<file path="config.mk">
export PLATFORM = sky130hd
export DESIGN_NAME = vector_running_mean_peak_capture_top_flat
export DESIGN_NICKNAME = d
export VERILOG_FILES = /design/src/sv/vrmp_pkg.sv /design/src/sv/vrmp_if.sv /design/src/sv/vrmp_ctrl.sv /design/src/sv/vrmp_dpath.sv /design/src/sv/vector_running_mean_peak_capture_top.sv /design/src/flat_wrapper.sv
export SDC_FILE = /design/constraint.sdc
export NUM_CORES = 2
export LEC_CHECK = 0
export BUFFER_PORTS_ARGS = -buffer_cell sky130_fd_sc_hd__buf_2
export CAP_MARGIN = 10
export CORE_ASPECT_RATIO = 0.6
export CORE_MARGIN = 2
export CORE_UTILIZATION = 69
export DETAILED_ROUTE_END_ITERATION = 10
export PLACE_DENSITY_LB_ADDON = 0.12
export REMOVE_ABC_BUFFERS = 1
export SETUP_SLACK_MARGIN = 0.1
export SLEW_MARGIN = 20
export SYNTH_ARGS = -nofsm -noshare
export SYNTH_HDL_FRONTEND = slang
export SYNTH_SLANG_ARGS = --single-unit
</file>
<file path="constraint.sdc">
create_clock -name clk_i -period 15.1 [get_ports clk_i]
set_input_delay 3.02 -clock clk_i [delete_from_list [all_inputs] [get_ports clk_i]]
set_output_delay 3.02 -clock clk_i [all_outputs]
set_load 0.02 [all_outputs]
</file>
<file path="src/sv/vrmp_pkg.sv">
// ----------------------------------------------------------------------------
// vrmp_pkg
// shared types and constants for the running mean and peak capture block
// ----------------------------------------------------------------------------
package vrmp_pkg;

  localparam int MEAN_WIDTH = 32;
  localparam int NUM_AXES   = 3;

  typedef enum logic [4:0] {
    ST_IDLE = 5'b00001,
    ST_PREP = 5'b00010,
    ST_DIV  = 5'b00100,
    ST_UPD  = 5'b01000,
    ST_DONE = 5'b10000
  } vrmp_state_e;

  typedef struct packed {
    logic load;
    logic prep;
    logic div_step;
    logic update;
    logic out_load;
  } vrmp_cmd_t;

  typedef struct packed {
    logic div_last;
  } vrmp_stat_t;

endpackage

</file>
<file path="src/sv/vrmp_if.sv">
// ----------------------------------------------------------------------------
// vrmp_if
// valid/ready channels for sample requests and results
// ----------------------------------------------------------------------------
interface vrmp_in_if #(
  parameter int SAMPLE_WIDTH = 16
);
  logic                           valid;
  logic                           ready;
  logic signed [SAMPLE_WIDTH-1:0] sample_x;
  logic signed [SAMPLE_WIDTH-1:0] sample_y;
  logic signed [SAMPLE_WIDTH-1:0] sample_z;
  logic                           restart;

  modport source (output valid, sample_x, sample_y, sample_z, restart, input ready);
  modport sink   (input valid, sample_x, sample_y, sample_z, restart, output ready);
endinterface

interface vrmp_out_if #(
  parameter int SAMPLE_WIDTH = 16,
  parameter int COUNT_WIDTH  = 16
);
  logic                           valid;
  logic                           ready;
  logic signed [31:0]             mean_x;
  logic signed [31:0]             mean_y;
  logic signed [31:0]             mean_z;
  logic signed [SAMPLE_WIDTH-1:0] peak_x;
  logic signed [SAMPLE_WIDTH-1:0] peak_y;
  logic signed [SAMPLE_WIDTH-1:0] peak_z;
  logic        [COUNT_WIDTH-1:0]  samples_seen;

  modport source (output valid, mean_x, mean_y, mean_z, peak_x, peak_y, peak_z,
                  samples_seen, input ready);
  modport sink   (input valid, mean_x, mean_y, mean_z, peak_x, peak_y, peak_z,
                  samples_seen, output ready);
endinterface

</file>
<file path="src/sv/vrmp_ctrl.sv">
// ----------------------------------------------------------------------------
// vrmp_ctrl
// sequencer: load, prepare, serial divide, update, hand off result
// ----------------------------------------------------------------------------
module vrmp_ctrl (
  input  logic                 clk_i,
  input  logic                 rst_ni,
  input  logic                 in_valid_i,
  output logic                 in_ready_o,
  output logic                 out_valid_o,
  input  logic                 out_ready_i,
  output vrmp_pkg::vrmp_cmd_t  cmd_o,
  input  vrmp_pkg::vrmp_stat_t stat_i
);
  import vrmp_pkg::*;

  vrmp_state_e state_q, state_d;
  logic        out_valid_q, out_valid_d;

  always_comb begin
    cmd_o       = '0;
    state_d     = state_q;
    out_valid_d = out_valid_q;
    if (out_valid_q && out_ready_i) begin
      out_valid_d = 1'b0;
    end
    case (state_q)
      ST_IDLE: begin
        if (in_valid_i) begin
          cmd_o.load = 1'b1;
          state_d    = ST_PREP;
        end
      end
      ST_PREP: begin
        cmd_o.prep = 1'b1;
        state_d    = ST_DIV;
      end
      ST_DIV: begin
        cmd_o.div_step = 1'b1;
        if (stat_i.div_last) begin
          state_d = ST_UPD;
        end
      end
      ST_UPD: begin
        cmd_o.update = 1'b1;
        state_d      = ST_DONE;
      end
      ST_DONE: begin
        if (!out_valid_q || out_ready_i) begin
          cmd_o.out_load = 1'b1;
          out_valid_d    = 1'b1;
          state_d        = ST_IDLE;
        end
      end
      default: begin
        state_d = ST_IDLE;
      end
    endcase
  end

  always_ff @(posedge clk_i or negedge rst_ni) begin
    if (!rst_ni) begin
      state_q     <= ST_IDLE;
      out_valid_q <= 1'b0;
    end else begin
      state_q     <= state_d;
      out_valid_q <= out_valid_d;
    end
  end

  assign in_ready_o  = (state_q == ST_IDLE);
  assign out_valid_o = out_valid_q;

endmodule

</file>
<file path="src/sv/vrmp_dpath.sv">
// ----------------------------------------------------------------------------
// vrmp_dpath
// statistics registers, three restoring divider lanes, square accumulator
// ----------------------------------------------------------------------------
module vrmp_dpath #(
  parameter int SAMPLE_WIDTH  = 16,
  parameter int COUNT_WIDTH   = 16,
  parameter int FRACTION_BITS = 16
) (
  input  logic                                     clk_i,
  input  logic                                     rst_ni,
  input  vrmp_pkg::vrmp_cmd_t                      cmd_i,
  output vrmp_pkg::vrmp_stat_t                     stat_o,
  input  logic signed [SAMPLE_WIDTH-1:0]           sample_x_i,
  input  logic signed [SAMPLE_WIDTH-1:0]           sample_y_i,
  input  logic signed [SAMPLE_WIDTH-1:0]           sample_z_i,
  input  logic                                     restart_i,
  output logic signed [vrmp_pkg::MEAN_WIDTH-1:0]   mean_x_o,
  output logic signed [vrmp_pkg::MEAN_WIDTH-1:0]   mean_y_o,
  output logic signed [vrmp_pkg::MEAN_WIDTH-1:0]   mean_z_o,
  output logic signed [SAMPLE_WIDTH-1:0]           peak_x_o,
  output logic signed [SAMPLE_WIDTH-1:0]           peak_y_o,
  output logic signed [SAMPLE_WIDTH-1:0]           peak_z_o,
  output logic        [COUNT_WIDTH-1:0]            samples_seen_o
);
  import vrmp_pkg::*;

  localparam int TW   = SAMPLE_WIDTH + FRACTION_BITS;
  localparam int DW   = ((TW > MEAN_WIDTH) ? TW : MEAN_WIDTH) + 1;
  localparam int SUMW = DW + 2;
  localparam int SQW  = 2 * SAMPLE_WIDTH + 2;
  localparam int STW  = $clog2(DW);
  localparam logic [COUNT_WIDTH-1:0] CNT_MAX = '1;
  localparam logic [MEAN_WIDTH-1:0]  MEAN_MAX = {1'b0, {(MEAN_WIDTH-1){1'b1}}};
  localparam logic [MEAN_WIDTH-1:0]  MEAN_MIN = {1'b1, {(MEAN_WIDTH-1){1'b0}}};

  // statistics state
  logic [COUNT_WIDTH-1:0]  cnt_q;
  logic [MEAN_WIDTH-1:0]   mean_q    [NUM_AXES];
  logic [SQW-1:0]          peak_sq_q;
  logic [SAMPLE_WIDTH-1:0] peak_q    [NUM_AXES];

  // per item working registers
  logic [SAMPLE_WIDTH-1:0] smp_q     [NUM_AXES];
  logic [SAMPLE_WIDTH-1:0] mag_q     [NUM_AXES];
  logic [DW-1:0]           dd_q      [NUM_AXES];
  logic [COUNT_WIDTH-1:0]  rem_q     [NUM_AXES];
  logic [NUM_AXES-1:0]     neg_q;
  logic [SQW-1:0]          sq_q;
  logic [STW-1:0]          step_q;

  // result register
  logic [MEAN_WIDTH-1:0]   mean_out_q [NUM_AXES];
  logic [SAMPLE_WIDTH-1:0] peak_out_q [NUM_AXES];
  logic [COUNT_WIDTH-1:0]  cnt_out_q;

  logic [SAMPLE_WIDTH-1:0] smp_in     [NUM_AXES];
  logic [SAMPLE_WIDTH-1:0] mag_in     [NUM_AXES];
  logic [DW-1:0]           tgt        [NUM_AXES];
  logic [DW-1:0]           diff       [NUM_AXES];
  logic [DW-1:0]           diff_mag   [NUM_AXES];
  logic [COUNT_WIDTH:0]    trial      [NUM_AXES];
  logic [COUNT_WIDTH:0]    trial_sub  [NUM_AXES];
  logic [NUM_AXES-1:0]     qbit;
  logic [SUMW-1:0]         mean_ext   [NUM_AXES];
  logic [SUMW-1:0]         quot_ext   [NUM_AXES];
  logic [SUMW-1:0]         sum        [NUM_AXES];
  logic [MEAN_WIDTH-1:0]   mean_sat   [NUM_AXES];
  logic [COUNT_WIDTH-1:0]  cnt_next;
  logic [SAMPLE_WIDTH-1:0] mag_sel;
  logic [2*SAMPLE_WIDTH-1:0] sq_prod;
  logic                    peak_hit;

  assign smp_in[0] = sample_x_i;
  assign smp_in[1] = sample_y_i;
  assign smp_in[2] = sample_z_i;

  always_comb begin
    for (int i = 0; i < NUM_AXES; i++) begin
      mag_in[i]    = smp_in[i][SAMPLE_WIDTH-1] ? (~smp_in[i] + 1'b1) : smp_in[i];
      tgt[i]       = {{(DW-SAMPLE_WIDTH){smp_q[i][SAMPLE_WIDTH-1]}}, smp_q[i]}
                     << FRACTION_BITS;
      diff[i]      = tgt[i] - {{(DW-MEAN_WIDTH){mean_q[i][MEAN_WIDTH-1]}}, mean_q[i]};
      diff_mag[i]  = diff[i][DW-1] ? (~diff[i] + 1'b1) : diff[i];
      trial[i]     = {rem_q[i], dd_q[i][DW-1]};
      qbit[i]      = (trial[i] >= {1'b0, cnt_q});
      trial_sub[i] = trial[i] - {1'b0, cnt_q};
      mean_ext[i]  = {{(SUMW-MEAN_WIDTH){mean_q[i][MEAN_WIDTH-1]}}, mean_q[i]};
      quot_ext[i]  = {{(SUMW-DW){1'b0}}, dd_q[i]};
      sum[i]       = neg_q[i] ? (mean_ext[i] - quot_ext[i]) : (mean_ext[i] + quot_ext[i]);
      if ((&sum[i][SUMW-1:MEAN_WIDTH-1]) || !(|sum[i][SUMW-1:MEAN_WIDTH-1])) begin
        mean_sat[i] = sum[i][MEAN_WIDTH-1:0];
      end else if (sum[i][SUMW-1]) begin
        mean_sat[i] = MEAN_MIN;
      end else begin
        mean_sat[i] = MEAN_MAX;
      end
    end
  end

  always_comb begin
    case (step_q[1:0])
      2'd0:    mag_sel = mag_q[0];
      2'd1:    mag_sel = mag_q[1];
      2'd2:    mag_sel = mag_q[2];
      default: mag_sel = '0;
    endcase
  end

  assign sq_prod  = mag_sel * mag_sel;
  assign cnt_next = restart_i ? COUNT_WIDTH'(1)
                  : ((cnt_q == CNT_MAX) ? cnt_q : cnt_q + 1'b1);
  assign peak_hit = (sq_q > peak_sq_q);
  assign stat_o.div_last = (step_q == STW'(DW - 1));

  always_ff @(posedge clk_i or negedge rst_ni) begin
    if (!rst_ni) begin
      cnt_q     <= '0;
      peak_sq_q <= '0;
      step_q    <= '0;
      for (int i = 0; i < NUM_AXES; i++) begin
        mean_q[i] <= '0;
        peak_q[i] <= '0;
      end
    end else begin
      if (cmd_i.load) begin
        cnt_q <= cnt_next;
        if (restart_i) begin
          peak_sq_q <= '0;
          for (int i = 0; i < NUM_AXES; i++) begin
            mean_q[i] <= '0;
            peak_q[i] <= '0;
          end
        end
      end
      if (cmd_i.prep) begin
        step_q <= '0;
      end
      if (cmd_i.div_step) begin
        step_q <= step_q + 1'b1;
      end
      if (cmd_i.update) begin
        for (int i = 0; i < NUM_AXES; i++) begin
          mean_q[i] <= mean_sat[i];
        end
        if (peak_hit) begin
          peak_sq_q <= sq_q;
          for (int i = 0; i < NUM_AXES; i++) begin
            peak_q[i] <= smp_q[i];
          end
        end
      end
    end
  end

  always_ff @(posedge clk_i) begin
    if (cmd_i.load) begin
      for (int i = 0; i < NUM_AXES; i++) begin
        smp_q[i] <= smp_in[i];
        mag_q[i] <= mag_in[i];
      end
    end
    if (cmd_i.prep) begin
      sq_q <= '0;
      for (int i = 0; i < NUM_AXES; i++) begin
        dd_q[i]  <= diff_mag[i];
        neg_q[i] <= diff[i][DW-1];
        rem_q[i] <= '0;
      end
    end
    if (cmd_i.div_step) begin
      if (step_q < STW'(NUM_AXES)) begin
        sq_q <= sq_q + SQW'(sq_prod);
      end
      for (int i = 0; i < NUM_AXES; i++) begin
        dd_q[i]  <= {dd_q[i][DW-2:0], qbit[i]};
        rem_q[i] <= qbit[i] ? trial_sub[i][COUNT_WIDTH-1:0] : trial[i][COUNT_WIDTH-1:0];
      end
    end
    if (cmd_i.out_load) begin
      cnt_out_q <= cnt_q;
      for (int i = 0; i < NUM_AXES; i++) begin
        mean_out_q[i] <= mean_q[i];
        peak_out_q[i] <= peak_q[i];
      end
    end
  end

  assign mean_x_o       = mean_out_q[0];
  assign mean_y_o       = mean_out_q[1];
  assign mean_z_o       = mean_out_q[2];
  assign peak_x_o       = peak_out_q[0];
  assign peak_y_o       = peak_out_q[1];
  assign peak_z_o       = peak_out_q[2];
  assign samples_seen_o = cnt_out_q;

endmodule

</file>
<file path="src/sv/vector_running_mean_peak_capture_top.sv">
// ----------------------------------------------------------------------------
// vector_running_mean_peak_capture_top
// per-axis cumulative mean and peak-magnitude vector hold for three-axis samples
//
// One sample is taken at a time and each produces one result. An item is
// accepted, the mean difference is prepared, the quotients are formed in the
// restoring dividers and the mean and peak are updated; the item then moves to
// the result register once that register is free or being read. The three
// divider lanes are D = max(SAMPLE_WIDTH + FRACTION_BITS, 32) + 1 bits wide (D
// is 33 at the defaults); they run side by side and produce one quotient bit
// per cycle. The sum of squares uses one shared multiplier at the start of the
// divide, taking the axes in turn. A new sample is accepted while the previous
// result is still waiting in the result register.
// ----------------------------------------------------------------------------
module vector_running_mean_peak_capture_top #(
  parameter int SAMPLE_WIDTH  = 16,
  parameter int COUNT_WIDTH   = 16,
  parameter int FRACTION_BITS = 16
) (
  input  logic              clk_i,
  input  logic              rst_ni,
  vrmp_in_if.sink           in_i,
  vrmp_out_if.source        out_o
);
  import vrmp_pkg::*;

  vrmp_cmd_t  cmd;
  vrmp_stat_t stat;

  vrmp_ctrl u_ctrl (
    .clk_i       (clk_i),
    .rst_ni      (rst_ni),
    .in_valid_i  (in_i.valid),
    .in_ready_o  (in_i.ready),
    .out_valid_o (out_o.valid),
    .out_ready_i (out_o.ready),
    .cmd_o       (cmd),
    .stat_i      (stat)
  );

  vrmp_dpath #(
    .SAMPLE_WIDTH  (SAMPLE_WIDTH),
    .COUNT_WIDTH   (COUNT_WIDTH),
    .FRACTION_BITS (FRACTION_BITS)
  ) u_dpath (
    .clk_i          (clk_i),
    .rst_ni         (rst_ni),
    .cmd_i          (cmd),
    .stat_o         (stat),
    .sample_x_i     (in_i.sample_x),
    .sample_y_i     (in_i.sample_y),
    .sample_z_i     (in_i.sample_z),
    .restart_i      (in_i.restart),
    .mean_x_o       (out_o.mean_x),
    .mean_y_o       (out_o.mean_y),
    .mean_z_o       (out_o.mean_z),
    .peak_x_o       (out_o.peak_x),
    .peak_y_o       (out_o.peak_y),
    .peak_z_o       (out_o.peak_z),
    .samples_seen_o (out_o.samples_seen)
  );

`ifndef NO_ASSERTIONS
  a_one_cmd : assert property (@(posedge clk_i) disable iff (!rst_ni)
    $onehot0(cmd))
    else $error("more than one datapath command at once");

  a_out_free : assert property (@(posedge clk_i) disable iff (!rst_ni)
    cmd.out_load |-> (!out_o.valid || out_o.ready))
    else $error("result register overwritten while occupied");

  a_one_item : assert property (@(posedge clk_i) disable iff (!rst_ni)
    (in_i.valid && in_i.ready) |=> !in_i.ready)
    else $error("second request accepted during processing");
`endif

endmodule
</file>
<file path="src/flat_wrapper.sv">
// flat-port wrapper written by rule: the top's interface ports become plain ports
module vector_running_mean_peak_capture_top_flat import vrmp_pkg::*;
#(
  parameter int SAMPLE_WIDTH  = 16,
  parameter int COUNT_WIDTH   = 16,
  parameter int FRACTION_BITS = 16
)
  (clk_i, rst_ni, in_i_valid, in_i_sample_x, in_i_sample_y, in_i_sample_z, in_i_restart, in_i_ready, out_o_valid, out_o_mean_x, out_o_mean_y, out_o_mean_z, out_o_peak_x, out_o_peak_y, out_o_peak_z, out_o_samples_seen, out_o_ready);
  vrmp_in_if #(.SAMPLE_WIDTH(SAMPLE_WIDTH)) in_i_i ();
  vrmp_out_if #(.SAMPLE_WIDTH(SAMPLE_WIDTH), .COUNT_WIDTH(COUNT_WIDTH)) out_o_i ();
  input  logic clk_i;
  input  logic rst_ni;
  input wire logic [$bits(in_i_i.valid)-1:0] in_i_valid;
  input wire logic [$bits(in_i_i.sample_x)-1:0] in_i_sample_x;
  input wire logic [$bits(in_i_i.sample_y)-1:0] in_i_sample_y;
  input wire logic [$bits(in_i_i.sample_z)-1:0] in_i_sample_z;
  input wire logic [$bits(in_i_i.restart)-1:0] in_i_restart;
  output wire logic [$bits(in_i_i.ready)-1:0] in_i_ready;
  output wire logic [$bits(out_o_i.valid)-1:0] out_o_valid;
  output wire logic [$bits(out_o_i.mean_x)-1:0] out_o_mean_x;
  output wire logic [$bits(out_o_i.mean_y)-1:0] out_o_mean_y;
  output wire logic [$bits(out_o_i.mean_z)-1:0] out_o_mean_z;
  output wire logic [$bits(out_o_i.peak_x)-1:0] out_o_peak_x;
  output wire logic [$bits(out_o_i.peak_y)-1:0] out_o_peak_y;
  output wire logic [$bits(out_o_i.peak_z)-1:0] out_o_peak_z;
  output wire logic [$bits(out_o_i.samples_seen)-1:0] out_o_samples_seen;
  input wire logic [$bits(out_o_i.ready)-1:0] out_o_ready;
  assign in_i_i.valid = in_i_valid;
  assign in_i_i.sample_x = in_i_sample_x;
  assign in_i_i.sample_y = in_i_sample_y;
  assign in_i_i.sample_z = in_i_sample_z;
  assign in_i_i.restart = in_i_restart;
  assign in_i_ready = in_i_i.ready;
  assign out_o_valid = out_o_i.valid;
  assign out_o_mean_x = out_o_i.mean_x;
  assign out_o_mean_y = out_o_i.mean_y;
  assign out_o_mean_z = out_o_i.mean_z;
  assign out_o_peak_x = out_o_i.peak_x;
  assign out_o_peak_y = out_o_i.peak_y;
  assign out_o_peak_z = out_o_i.peak_z;
  assign out_o_samples_seen = out_o_i.samples_seen;
  assign out_o_i.ready = out_o_ready;
  vector_running_mean_peak_capture_top #(.SAMPLE_WIDTH(SAMPLE_WIDTH), .COUNT_WIDTH(COUNT_WIDTH), .FRACTION_BITS(FRACTION_BITS)) u_core (.clk_i(clk_i), .rst_ni(rst_ni), .in_i(in_i_i), .out_o(out_o_i));
endmodule
</file>
==> metrics.yaml <==
grt_max_degree: 138
holdCritPathClass: "flop to flop"
rows: 75
dieWidth_um: 348
period_minus_slack_ps: 8660
hold_violations: 0
cts_hold_buf: 0
synth_top_area_cell: "edfxtp_1"
worstSkewPairLatency_ps: 680
yosysTopAreaCellShare_pct: 24.8
synthFlopType: "edfxtp_1"
arrival_ps: 9180
cp_slowest_cell: "ha_1"
max_slew_margin_pct: 23.5
crit_path_max_fanout: 17
yosysMostFrequentCell: "inv_1"
cts.sinks: 643
cap_violations: 0
ys_seq_area_share_pct: 36.7
initial_core_util_pct: 69.8
core_um2: 70000
cts_root_buffer: "clkbuf_16"
tritoncts: "done"
syn-mean-instance-area_um2: 9.40
clock_path_buffers: 3
postCtsSetupRepairBufs: 0
grt_first_pass_wirelength_mm: 212
drv_slew: 0
grt_pass1_vias: 37700
max_stage_delay_ps: 570
crit_path_start_kind: "flop"
synth_seq_cells: 643
drt-pass1-iter-count: 8
synth_edf_count: 403
ioPinCount: 215
io_buffer_count: 214
vias: 40000
die_area_um2: 73100
ant_nets: 0
synth_common_cells: "554 x inv_1, 469 x nand2_1, 466 x nor2_1"
wire_per_inst_um: 21.5
nets: 5920
worst_slack_ps: 6440
cts_buffers: 61
drive_above_1_share_pct: 8.22
yosysUniqueCellTypes: 110
fillers: 5059
drtIter0Drc: 4810
criticalPathCategory: "flop to flop"
cts_resized: 0
end_kind: "flop"
rsz0062_at_grt: "false"
fmax_mhz: 115
antenna_found_initial: 23
drc: 0
async_flop_share_pct: 32.0
htree_levels: 2
synth_area_leaders: "edfxtp_1 25%, dfrtp_1 10%, ha_1 9.0%"
post-route-period-util_pct: 57.4
grtUsageTotal_pct: 37.1
reg2reg_slack_ps: 6440
setup_violations: 0
required_ps: 15620
finalWirelength_mm: 136
syn-cell-area_um2: 48900
yosys_warnings: 0
syn_inst: 5201
clk_pin_slew_ps: 70
finalClockSkew_ps: 32.7
outcome: "finished, final reports clean"
syn2layout_area_growth_pct: 8.07
worstMarginPinSlew_ps: 1150
viasPerCell: 6.34
place_ws_ps: 6720
dp.final_hpwl_mm: 101
dieHeight_um: 210
grt_overflow: 0
gp_congestion: 1.08
fin_tns_setup_ps: 0
metrics by stage:
stage                     hold slack (ps)  instances  instance area (um2)  utilization, %
after floorplan                       425       5001                48100               -
after global placement                431       6176                50800            72.5
after detailed placement              432       6176                50800            72.5
after CTS                             449       6289                52800            75.4
after global routing                  462       6308                52800            75.5
final                                 452       6310                52800            75.5
worst max-delay path, delay by kind of cell, from the launching register on:
| family | cells | cell delay (ps) |
|---|---|---|
| buf+inv | 6 | 610 |
| flops | 1 | 460 |
| xor+xnor | 1 | 110 |
| fa+ha+maj | 8 | 4080 |
| simple gates | 7 | 1530 |
| compound gates | 7 | 1750 |
layer usage:
layer	global-route usage, %	part of all wire [%]
met1	56.1	44
met5	0	0.020
met2	52.3	41
met4	11.9	3.1
met3	9.33	12
cells in the final DEF, fill, tap and decap left out, types with 109 or more instances in the layout:
| master | instances |
|---|---|
| inv_1 | 553 |
| nand2_1 | 468 |
| nor2_1 | 465 |
| edfxtp_1 | 403 |
| xnor2_1 | 356 |
| a21oi_1 | 353 |
| ha_1 | 351 |
| o21ai_0 | 274 |
| buf_2 | 213 |
| dfrtp_1 | 205 |
| fa_1 | 201 |
| nor3_1 | 109 |
| a21o_1 | 109 |
registers in the layout, summed over array words and instances (netlist names):
signal,count
u_core.u_dpath.samples_seen_o,16
u_core.u_dpath.peak_out_q,48
u_core.u_dpath.dd_q,99
u_core.u_dpath.peak_q,48
u_core.u_dpath.rem_q,48
u_core.u_dpath.neg_q,3
u_core.u_dpath.step_q,6
u_core.u_dpath.peak_sq_q,34
u_core.u_ctrl.state_q,5
u_core.u_dpath.mag_q,45
u_core.u_dpath.cnt_q,16
u_core.u_dpath.mean_ext,96
u_core.u_dpath.sq_q,34
u_core.u_dpath.smp_q,48
u_core.u_ctrl.out_valid_o,1
u_core.u_dpath.mean_out_q,96
final cells by class:
type / count / area, um2 / share of cell area (%)
Inverter: 556 / 2090 / 3.96
Tap cell: 924 / 1160 / 2.19
Antenna cell: 21 / 52.6 / 0.0995
Clock buffer: 78 / 1670 / 3.16
Clock inverter: 35 / 354 / 0.670
Multi-Input combinational cell: 3802 / 28200 / 53.4
Timing Repair Buffer: 251 / 1370 / 2.60
Sequential cell: 643 / 17900 / 33.9
cell families (layout without fill, tap and decap cells):
kind of cell	Yosys count	in the layout	share of synthesized area, %
XOR/XNOR	462	462	8.29
multiplexers	27	27	0.568
adder cells (fa/ha/maj)	552	552	17.2
flip-flops	643	643	36.7
AND/OR/NAND/NOR	1529	1529	14.9
buffers and inverters	756	920	5.87
AO/OA/AOI/OAI	1232	1232	16.4
other	0	21	0
worst paths after layout:
path                                                 startpoint                                         end  cells past startpoint
min in group asynchronous                                rst_ni     u_core.u_dpath.mean_ext[40]$_DFFE_PN0P_                      1
max                        u_core.u_dpath.step_q[0]$_DFFE_PN0P_             u_core.u_dpath.sq_q[33]$_DFF_P_                     29
max in group asynchronous                                rst_ni        u_core.u_dpath.cnt_q[11]$_DFFE_PN0P_                      2
max reg2reg                u_core.u_dpath.step_q[0]$_DFFE_PN0P_             u_core.u_dpath.sq_q[33]$_DFF_P_                     29
min                          u_core.u_dpath.peak_q[0]$_DFF_PN0_  u_core.u_dpath.peak_out_q[0][32]$_DFFE_PP_                      0
min reg2reg                  u_core.u_dpath.peak_q[0]$_DFF_PN0_  u_core.u_dpath.peak_out_q[0][32]$_DFFE_PP_                      0
Power is left out: the tool's default activity adds up to more than one toggle a clock period on the data nets, which glitch-free logic cannot reach.
